`src/hdl/lfd_pkg.sv`:
```
// ----------------------------------------------------------------------------
// Lamp feedback debouncer package
// Widths, register indexes and threshold helper shared by the debouncer files.
// ----------------------------------------------------------------------------
package lfd_pkg;

  localparam int VEC_W        = 16;  // bits per feedback vector
  localparam int CNT_W        = 8;   // change counter and threshold width
  localparam int CFG_IDX_W    = 8;   // config register index width
  localparam int LFD_CHANNELS = 16;  // default debounced channels per vector

  localparam logic [CNT_W-1:0] SC_RISE_RESET   = CNT_W'(5);
  localparam logic [CNT_W-1:0] SC_FALL_RESET   = CNT_W'(20);
  localparam logic [CNT_W-1:0] VOLT_RISE_RESET = CNT_W'(2);
  localparam logic [CNT_W-1:0] VOLT_FALL_RESET = CNT_W'(21);

  typedef enum logic [CFG_IDX_W-1:0] {
    REG_SC_RISE   = CFG_IDX_W'(0),
    REG_SC_FALL   = CFG_IDX_W'(1),
    REG_VOLT_RISE = CFG_IDX_W'(2),
    REG_VOLT_FALL = CFG_IDX_W'(3)
  } cfg_reg_t;

  typedef struct packed {
    logic [CNT_W-1:0] rise;
    logic [CNT_W-1:0] fall;
  } thresh_t;

  // A zero threshold behaves as one.
  function automatic logic [CNT_W-1:0] eff_threshold(input logic [CNT_W-1:0] t);
    eff_threshold = (t == '0) ? CNT_W'(1) : t;
  endfunction

endpackage

```
`src/hdl/lfd_in_if.sv`:
```
// ----------------------------------------------------------------------------
// Sample channel
// Valid/ready channel carrying the four raw feedback vectors of one scan tick.
// ----------------------------------------------------------------------------
interface lfd_in_if import lfd_pkg::*; ();
  logic             valid;
  logic             ready;
  logic [VEC_W-1:0] switch_sample;
  logic [VEC_W-1:0] current_sample;
  logic [VEC_W-1:0] green_sample;
  logic [VEC_W-1:0] red_sample;

  modport source (output valid, switch_sample, current_sample, green_sample, red_sample,
                  input ready);
  modport sink (input valid, switch_sample, current_sample, green_sample, red_sample,
                output ready);
endinterface

```
`src/hdl/lfd_out_if.sv`:
```
// ----------------------------------------------------------------------------
// Stable state channel
// Valid/ready channel carrying the four debounced vectors after one tick.
// ----------------------------------------------------------------------------
interface lfd_out_if import lfd_pkg::*; ();
  logic             valid;
  logic             ready;
  logic [VEC_W-1:0] switch_stable;
  logic [VEC_W-1:0] current_stable;
  logic [VEC_W-1:0] green_stable;
  logic [VEC_W-1:0] red_stable;

  modport source (output valid, switch_stable, current_stable, green_stable, red_stable,
                  input ready);
  modport sink (input valid, switch_stable, current_stable, green_stable, red_stable,
                output ready);
endinterface

```
`src/hdl/lfd_cfg_if.sv`:
```
// ----------------------------------------------------------------------------
// Configuration write channel
// Valid/ready channel carrying a register index and write data.
// ----------------------------------------------------------------------------
interface lfd_cfg_if import lfd_pkg::*; ();
  logic                 valid;
  logic                 ready;
  logic [CFG_IDX_W-1:0] index;
  logic [CNT_W-1:0]     data;

  modport source (output valid, index, data, input ready);
  modport sink (input valid, index, data, output ready);
endinterface

```
`src/hdl/lfd_group.sv`:
```
// ----------------------------------------------------------------------------
// Debounce group
// Stable bits and change counters for one feedback vector; one update per tick.
// ----------------------------------------------------------------------------
module lfd_group import lfd_pkg::*; #(
  parameter int CHANNELS = LFD_CHANNELS
) (
  input  logic             clk,
  input  logic             rst,
  input  logic             upd,
  input  logic [VEC_W-1:0] sample,
  input  thresh_t          thresh,
  output logic [VEC_W-1:0] stable
);

  localparam int ACTIVE = (CHANNELS < 1) ? 1 : ((CHANNELS < VEC_W) ? CHANNELS : VEC_W);

  logic [CNT_W-1:0] rise_eff;
  logic [CNT_W-1:0] fall_eff;

  assign rise_eff = eff_threshold(thresh.rise);
  assign fall_eff = eff_threshold(thresh.fall);

  for (genvar b = 0; b < ACTIVE; b++) begin : g_chan
    logic [CNT_W-1:0] cnt;
    logic [CNT_W-1:0] cnt_inc;
    logic [CNT_W-1:0] lim;
    logic             stab;
    logic             differ;
    logic             hit;

    assign differ  = sample[b] ^ stab;
    assign cnt_inc = cnt + CNT_W'(1);
    assign lim     = stab ? fall_eff : rise_eff;
    assign hit     = (cnt_inc >= lim);

    always_ff @(posedge clk) begin
      if (rst) begin
        cnt  <= '0;
        stab <= 1'b0;
      end else if (upd) begin
        if (!differ) begin
          cnt <= '0;
        end else if (hit) begin
          // flip and restart the count
          cnt  <= '0;
          stab <= ~stab;
        end else begin
          cnt <= cnt_inc;
        end
      end
    end

    assign stable[b] = stab;
  end

  if (ACTIVE < VEC_W) begin : g_pad
    assign stable[VEC_W-1:ACTIVE] = '0;
  end

endmodule

```
`src/hdl/lamp_feedback_debouncer.sv`:
```
// ----------------------------------------------------------------------------
// Lamp feedback debouncer
// Four-vector asymmetric counter debouncer for lamp switch, current and
// voltage feedback, with programmable rise and fall thresholds.
// ----------------------------------------------------------------------------
// Throughput: one word per cycle while states.ready holds; all channels update in
// parallel in one pass between the sample register and the stable-state register,
// as the sample word advances once any pending stable word has been taken.
// Reset: synchronous rst clears stable bits, counters and valid flags and
// loads thresholds 5/20 (switch/current) and 2/21 (voltage).
module lamp_feedback_debouncer import lfd_pkg::*; #(
  parameter int CHANNELS = LFD_CHANNELS
) (
  input  logic       clk,
  input  logic       rst,
  lfd_cfg_if.sink    cfg,
  lfd_in_if.sink     samples,
  lfd_out_if.source  states
);

  thresh_t sc_thresh;
  thresh_t volt_thresh;

  logic             in_valid;
  logic [VEC_W-1:0] in_switch;
  logic [VEC_W-1:0] in_current;
  logic [VEC_W-1:0] in_green;
  logic [VEC_W-1:0] in_red;
  logic             out_valid;
  logic             advance;

  // config writes
  assign cfg.ready = 1'b1;

  always_ff @(posedge clk) begin
    if (rst) begin
      sc_thresh.rise   <= SC_RISE_RESET;
      sc_thresh.fall   <= SC_FALL_RESET;
      volt_thresh.rise <= VOLT_RISE_RESET;
      volt_thresh.fall <= VOLT_FALL_RESET;
    end else if (cfg.valid) begin
      unique case (cfg.index)
        REG_SC_RISE:   sc_thresh.rise   <= cfg.data;
        REG_SC_FALL:   sc_thresh.fall   <= cfg.data;
        REG_VOLT_RISE: volt_thresh.rise <= cfg.data;
        REG_VOLT_FALL: volt_thresh.fall <= cfg.data;
        default: ;  // drop writes beyond the register list
      endcase
    end
  end

  // advance the sample word once any pending stable word has been taken
  assign advance       = in_valid && (!out_valid || states.ready);
  assign samples.ready = !in_valid || advance;

  always_ff @(posedge clk) begin
    if (rst) begin
      in_valid <= 1'b0;
    end else if (samples.valid && samples.ready) begin
      in_valid <= 1'b1;
    end else if (advance) begin
      in_valid <= 1'b0;
    end
  end

  always_ff @(posedge clk) begin
    if (samples.valid && samples.ready) begin
      in_switch  <= samples.switch_sample;
      in_current <= samples.current_sample;
      in_green   <= samples.green_sample;
      in_red     <= samples.red_sample;
    end
  end

  always_ff @(posedge clk) begin
    if (rst) begin
      out_valid <= 1'b0;
    end else if (advance) begin
      out_valid <= 1'b1;
    end else if (states.ready) begin
      out_valid <= 1'b0;
    end
  end

  assign states.valid = out_valid;

  // stable bits hold while the result waits, so they serve as the result register
  lfd_group #(.CHANNELS(CHANNELS)) u_switch (
    .clk(clk), .rst(rst), .upd(advance), .sample(in_switch),
    .thresh(sc_thresh), .stable(states.switch_stable)
  );

  lfd_group #(.CHANNELS(CHANNELS)) u_current (
    .clk(clk), .rst(rst), .upd(advance), .sample(in_current),
    .thresh(sc_thresh), .stable(states.current_stable)
  );

  lfd_group #(.CHANNELS(CHANNELS)) u_green (
    .clk(clk), .rst(rst), .upd(advance), .sample(in_green),
    .thresh(volt_thresh), .stable(states.green_stable)
  );

  lfd_group #(.CHANNELS(CHANNELS)) u_red (
    .clk(clk), .rst(rst), .upd(advance), .sample(in_red),
    .thresh(volt_thresh), .stable(states.red_stable)
  );

endmodule
```
`src/flat_wrapper.sv`:
```
// flat-port wrapper written by rule: the top's interface ports become plain ports
module lamp_feedback_debouncer_flat import lfd_pkg::*;
#(
  parameter int CHANNELS = LFD_CHANNELS
)
  (clk, rst, cfg_valid, cfg_index, cfg_data, cfg_ready, samples_valid, samples_switch_sample, samples_current_sample, samples_green_sample, samples_red_sample, samples_ready, states_valid, states_switch_stable, states_current_stable, states_green_stable, states_red_stable, states_ready);
  lfd_cfg_if cfg_i ();
  lfd_in_if samples_i ();
  lfd_out_if states_i ();
  input  logic clk;
  input  logic rst;
  input wire logic [$bits(cfg_i.valid)-1:0] cfg_valid;
  input wire logic [$bits(cfg_i.index)-1:0] cfg_index;
  input wire logic [$bits(cfg_i.data)-1:0] cfg_data;
  output wire logic [$bits(cfg_i.ready)-1:0] cfg_ready;
  input wire logic [$bits(samples_i.valid)-1:0] samples_valid;
  input wire logic [$bits(samples_i.switch_sample)-1:0] samples_switch_sample;
  input wire logic [$bits(samples_i.current_sample)-1:0] samples_current_sample;
  input wire logic [$bits(samples_i.green_sample)-1:0] samples_green_sample;
  input wire logic [$bits(samples_i.red_sample)-1:0] samples_red_sample;
  output wire logic [$bits(samples_i.ready)-1:0] samples_ready;
  output wire logic [$bits(states_i.valid)-1:0] states_valid;
  output wire logic [$bits(states_i.switch_stable)-1:0] states_switch_stable;
  output wire logic [$bits(states_i.current_stable)-1:0] states_current_stable;
  output wire logic [$bits(states_i.green_stable)-1:0] states_green_stable;
  output wire logic [$bits(states_i.red_stable)-1:0] states_red_stable;
  input wire logic [$bits(states_i.ready)-1:0] states_ready;
  assign cfg_i.valid = cfg_valid;
  assign cfg_i.index = cfg_index;
  assign cfg_i.data = cfg_data;
  assign cfg_ready = cfg_i.ready;
  assign samples_i.valid = samples_valid;
  assign samples_i.switch_sample = samples_switch_sample;
  assign samples_i.current_sample = samples_current_sample;
  assign samples_i.green_sample = samples_green_sample;
  assign samples_i.red_sample = samples_red_sample;
  assign samples_ready = samples_i.ready;
  assign states_valid = states_i.valid;
  assign states_switch_stable = states_i.switch_stable;
  assign states_current_stable = states_i.current_stable;
  assign states_green_stable = states_i.green_stable;
  assign states_red_stable = states_i.red_stable;
  assign states_i.ready = states_ready;
  lamp_feedback_debouncer #(.CHANNELS(CHANNELS)) u_core (.clk(clk), .rst(rst), .cfg(cfg_i), .samples(samples_i), .states(states_i));
endmodule
```
`config.mk`:
```
export PLATFORM = sky130hd
export DESIGN_NAME = lamp_feedback_debouncer_flat
export DESIGN_NICKNAME = d
export VERILOG_FILES = /design/src/hdl/lfd_pkg.sv /design/src/hdl/lfd_in_if.sv /design/src/hdl/lfd_out_if.sv /design/src/hdl/lfd_cfg_if.sv /design/src/hdl/lfd_group.sv /design/src/hdl/lamp_feedback_debouncer.sv /design/src/flat_wrapper.sv
export SDC_FILE = /design/constraint.sdc
export NUM_CORES = 2
export LEC_CHECK = 0
export BUFFER_PORTS_ARGS = -buffer_cell sky130_fd_sc_hd__buf_2
export CAP_MARGIN = 20
export CORE_MARGIN = 5
export CORE_UTILIZATION = 40
export CTS_BUF_LIST = sky130_fd_sc_hd__clkbuf_4 sky130_fd_sc_hd__clkbuf_8
export CTS_CLUSTER_SIZE = 40
export DETAILED_ROUTE_END_ITERATION = 8
export GPL_TIMING_DRIVEN = 0
export PLACE_DENSITY = 0.62
export SYNTH_ARGS = -nofsm -noshare
export SYNTH_HDL_FRONTEND = slang
export SYNTH_HIERARCHICAL = 1
export SYNTH_SLANG_ARGS = --single-unit
```
`constraint.sdc`:
```
create_clock -name clk -period 4.5 [get_ports clk]
set_input_delay 0.45 -clock clk [delete_from_list [all_inputs] [get_ports clk]]
set_output_delay 0.45 -clock clk [all_outputs]
set_load 0.03 [all_outputs]
```
# Word-level counts from Yosys, hierarchy flattened
# Cells that the tools add are included.
[op_classes]
n_addsub = 64
n_lt_le_gt_ge = 64
eq_ne = 3
muxes = 200
bitwise_logic = 128
reduce_logical = 81
[ops]
columns = ["operator", "n"]
rows = [
  ["$mux 8", 196],
  ["$add 8x1->8 const B", 64],
  ["$ge 8x8->1", 64],
  ["$reduce_and 3->1", 64],
  ["$not 1->1", 64],
  ["$xor 1x1->1", 64],
  ["$logic_not 8->1", 5],
  ["$eq 8x2->1 const B", 2],
  ["$eq 8x1->1 const B", 1],
  ["$reduce_and 2->1", 4],
  ["$mux 1", 4],
  ["$reduce_bool 2->1", 2],
  ["$logic_and 1x1->1", 2],
  ["$logic_not 1->1", 2],
  ["$logic_or 1x1->1", 2],
]
[totals]
register_bits = 674
inputBits = 85
output_inout_bits = 67
word_cells = 678

# Logic depth before layout (Yosys ltp)
[logic_depth]
ltp_word = 6
mapped_depth = 12
depth_no_buf = 10

# Hierarchy
# Netlist, hierarchy kept.
[modules_own_cells]
columns = ["module", "n_inst", "cells_per_inst", "area_per_inst_um2", "seq_area_each_um2"]
rows = [
  ["lfd_group", 4, 1316, 11568.6, 2882.8],
  ["lamp_feedback_debouncer", 1, 198, 3337.0, 2602.5],
]

# Least setup slack after synthesis
# No wires, ideal clock.
[synth_timing]
path_type = "reg2reg"
startpoint = "reg u_core.out_valid, in the netlist u_core/states.valid"
endpoint = "reg u_core.in_current[0] (enable)"
setup_time_ns = 0.507
arrival_time_ns = 3.736
t_required_ns = 3.993
slack_ns = 0.257
path_stages_with_launch = 3
period_less_slack_ns = 4.243
path_cell_list = "dfxtp_1 -> nor2b_1 -> a21oi_1"
[synth_between]
elab_chain_cells = 5
[synth_lines]
columns = ["item", "line", "rtl"]
rows = [
  ["from (decl)", "lamp_feedback_debouncer.sv:29", "logic out_valid;"],
  ["from (signal assigned)", "lamp_feedback_debouncer.sv:77", "out_valid <= 1'b0;"],
  ["from (signal assigned)", "lamp_feedback_debouncer.sv:79", "out_valid <= 1'b1;"],
  ["from (signal assigned)", "lamp_feedback_debouncer.sv:81", "out_valid <= 1'b0;"],
  ["$logic_not 1->1", "lamp_feedback_debouncer.sv:53", "assign advance = in_valid && (!out_valid || states.ready);"],
  ["$logic_or 1x1->1", "lamp_feedback_debouncer.sv:53", ""],
  ["$logic_and 1x1->1", "lamp_feedback_debouncer.sv:53", ""],
  ["$logic_or 1x1->1", "lamp_feedback_debouncer.sv:54", "assign samples.ready = !in_valid || advance;"],
  ["$logic_and 1x1->1", "lamp_feedback_debouncer.sv:67", "if (samples.valid && samples.ready) begin"],
  ["to (signal assigned)", "lamp_feedback_debouncer.sv:69", "in_current <= samples.current_sample;"],
  ["to (decl)", "lamp_feedback_debouncer.sv:26", "logic [VEC_W-1:0] in_current;"],
]
# Every way passes these cells.
# A chain may end at the register's enable or synchronous reset.

# Worst setup path after layout
[layout_timing]
startpoint = "reg u_core/volt_thresh[1] (netlist name)"
endpoint = "reg u_core.u_green.g_chan[10].stab"
[layout_between]
elab_chain_cells = 5
[layout_lines]
columns = ["item", "line", "rtl"]
rows = [
  ["from (decl)", "lamp_feedback_debouncer.sv:22", "thresh_t volt_thresh;"],
  ["$logic_not 8->1", "lfd_pkg.sv:31", "eff_threshold = (t == '0) ? CNT_W'(1) : t;"],
  ["$mux 8 *", "lfd_pkg.sv:31", ""],
  ["$mux 8 *", "lfd_group.sv:34", "assign lim = stab ? fall_eff : rise_eff;"],
  ["$ge 8x8->1 *", "lfd_group.sv:35", "assign hit = (cnt_inc >= lim);"],
  ["$reduce_and 3->1 (no source line) *", "n/a", ""],
  ["to (signal assigned)", "lfd_group.sv:47", "stab <= ~stab;"],
  ["to (decl)", "lfd_group.sv:28", "logic stab;"],
]
# Every way passes the cells marked *; elsewhere a longest branch is shown, timed or not.

==> flow_metrics.py <==
metrics = {
    "global_routing": {
        "grt_max_degree": 22,
        "grt_pass1_wl_um": 226000,
        "grt_usage": 0.2148,
        "grt_pass1_vias": 40830,
        "overflow": 0,
        "antenna_found_initial": 6,
    },
    "logic_synthesis": {
        "ys_warn_count": 6,
        "synthArstFlopShare": 0,
        "syn_nets": 6123,
        "yosysMostFrequentCell": "dfxtp_1",
        "synth_top_area_share": 0.2461,
        "ys_seq_elements": 674,
        "synth.distinct_cells": 46,
        "syn_area_um2": 49610,
        "syn_inst": 5462,
        "synth_edf_count": 64,
        "ys_top_cells_by_count": "dfxtp_1 (610), nor2_1 (590), ha_1 (576)",
        "yosysTopAreaCell": "dfxtp_1",
        "synth_area_leaders": "dfxtp_1 (25%), ha_1 (15%), mux2i_1 (11%)",
        "yosys_most_used_dff": "dfxtp_1",
        "syn_avg_cell_area_um2": 9.083,
        "yosysSeqAreaShare": 0.2849,
    },
    "outcome": {
        "status": "completed",
    },
    "routing": {
        "drc": 0,
        "firstDrtPassIters": 6,
        "drt-initial-drc-count": 2644,
        "routedWlPerCell_um": 19.25,
        "wirelength_um": 145300,
        "vias": 41940,
        "ant_nets": 0,
        "viasPerCell": 5.554,
    },
    "clock_network": {
        "numCtsBuffers": 132,
        "htree_levels": 4,
        "cts_resized": 0,
        "clk_pin_slew_worst_paths_ps": 60,
        "clk_path_buf_depth": 3,
        "postCtsHoldBufs": 71,
        "cts_setup_buffers": 0,
        "cts_root_buffer": "clkbuf_8",
        "clkLatencyLatePin_ps": 840,
        "numClockSinks": 674,
        "cts_tree": "built",
    },
    "power": {
        "p_per_area_nw_per_um2": 247.4,
        "totalPowerFinal_mw": 13.83,
        "cellLeakagePower_nw": 21.92,
        "vdd_drop_max_mv": 0.2885,
    },
    "critical_path": {
        "worstSetupPathType": "register to register",
        "r2r_cells": 11,
        "endpoint_kind": "register",
        "crit_fanout": 10,
        "critical_path_arrival_ps": 4800,
        "cp.required_ps": 5180,
        "cp-start-kind": "register",
    },
    "final_layout": {
        "syn_to_final_growth_pct": 12.67,
        "drive_above_1_share": 0.1216,
        "fin_util": 0.4527,
        "fin_nets": 6480,
        "final.fill_count": 11970,
        "fin_cells": 7552,
        "design_area_um2": 55900,
    },
    "sta": {
        "fmax_ghz": 0.2425,
        "setup_violations": 0,
        "slew_headroom": 0.2976,
        "grt_setup_unrepaired": "false",
        "period_share": 0.9162,
        "hold_viol_final": 0,
        "drv_slew": 0,
        "tightest_slew_ps": 1054,
        "fin_skew_ps": 28.55,
        "min_period_ps": 4123,
    },
    "floorplanning": {
        "core_area_um2": 123500,
        "die_h_um": 362.2,
        "core.rowCount": 129,
        "dieArea_um2": 131200,
        "die_x_um": 362.2,
        "io_pins": 152,
        "initial_core_util": 0.4018,
    },
    "placement": {
        "hpwl_um": 102000,
        "dp.cells": 7251,
        "placed_area_um2": 52480,
        "io_buffers": 149,
        "globalplace.congestion": 0.8702,
    },
    "worst_hold_path": {
        "holdPathStages": 3,
        "hold_class": "primary input to register",
    },
    "job": {
        "drv_cap": 0,
    },
}
through the flow:
step,hold slack (ps),TNS [ps],setup WS [ps]
6_report,162.1,0,377.0
5_1_grt,97.52,0,333.2
4_1_cts,39.67,0,495.3
3_5_place_dp,477.7,0,520.8
3_3_place_gp,476.8,-205320,-3249
2_1_floorplan,459.2,0,256.8
metal layers:
metal | up-vias | GRT usage | wire, um
met5 | - | 0 | 20
met4 | 2 | 0.09075 | 5851
met3 | 342 | 0.03152 | 7215
met2 | 1069 | 0.3525 | 66160
met1 | 19950 | 0.2826 | 66100
li1 | 20580 | - | -
area by class of cell:
type,count,area (um2),share of cell area
well taps,1637,2048,0.03664
clock buffers,204,2576,0.04609
inverters,137,514.2,0.009200
plain buffers,408,2496,0.04466
flip-flops and latches,674,14130,0.2529
clock inverters,23,117.6,0.002104
multi-input cells,4243,32490,0.5812
diodes,3,7.507,0.0001343
repair buffers,223,1516,0.02713
critical path, cell delays in order, from the launching register on:
cell      delay (ps)
dfxtp_1          390
clkbuf_1         580
nor3_1           130
a21oi_1          840
buf_2            520
a21oi_1          140
ha_1             280
nand2b_4         130
a2111o_1         460
a31oi_1          280
nand3b_1         150
a21oi_1           80
cell families (layout without fill, tap and decap cells):
group	after synthesis	after routing	share of synthesized area
other	1	4	0.00007559
multiplexers	544	544	0.1098
AND/OR/NAND/NOR	1560	1560	0.1519
buffers and inverters	545	995	0.06068
adder cells (fa/ha/maj)	576	576	0.1453
AO/OA/AOI/OAI	1114	1114	0.1684
XOR/XNOR	448	448	0.07909
flip-flops	674	674	0.2849
report_power, final:
group / internal [mW] / switching (mW) / total (mW)
sequential: 6.15 / 0.0928 / 6.24
clock: 3.61 / 2.82 / 6.43
combinational: 0.449 / 0.711 / 1.16
total: 10.2 / 3.62 / 13.8
layout by cell type (no fill, tap or decap), types with 207 or more instances in the layout:
cell type  netlist  layout
dfxtp_1        610     610
nor2_1         590     590
ha_1           576     576
mux2i_1        544     544
nand2_1        385     385
a22oi_1        336     336
a21oi_1        246     245
buf_2           80     229
xnor2_1        224     224
xor2_1         224     224
clkbuf_8        40     207
worst paths after layout:
path / startpoint / end / slack [ps]
max: u_core/volt_thresh[1] / u_core/u_green/g_chan[10].stab / 380
max reg2reg: u_core/volt_thresh[1] / u_core/u_green/g_chan[10].stab / 380
min: cfg_data[5] / u_core/volt_thresh[13] / 160
min reg2reg: u_core/sc_thresh[5] / u_core/sc_thresh[5] / 490
state kept, by name (all words and copies together) (netlist names):
signal / count
u_core/in_valid: 1
u_core/u_red/g_chan.cnt: 128
u_core/u_switch/g_chan.cnt: 128
u_core/u_current/g_chan.cnt: 128
u_core/u_current/g_chan.stab: 16
u_core/u_red/g_chan.stab: 16
u_core/volt_thresh: 16
u_core/in_switch: 16
u_core/in_red: 16
u_core/in_green: 16
u_core/states.valid: 1
u_core/u_switch/g_chan.stab: 16
u_core/sc_thresh: 16
u_core/u_green/g_chan.cnt: 128
u_core/u_green/g_chan.stab: 16
u_core/in_current: 16
Note: power is estimated with default switching activity, not from simulation.
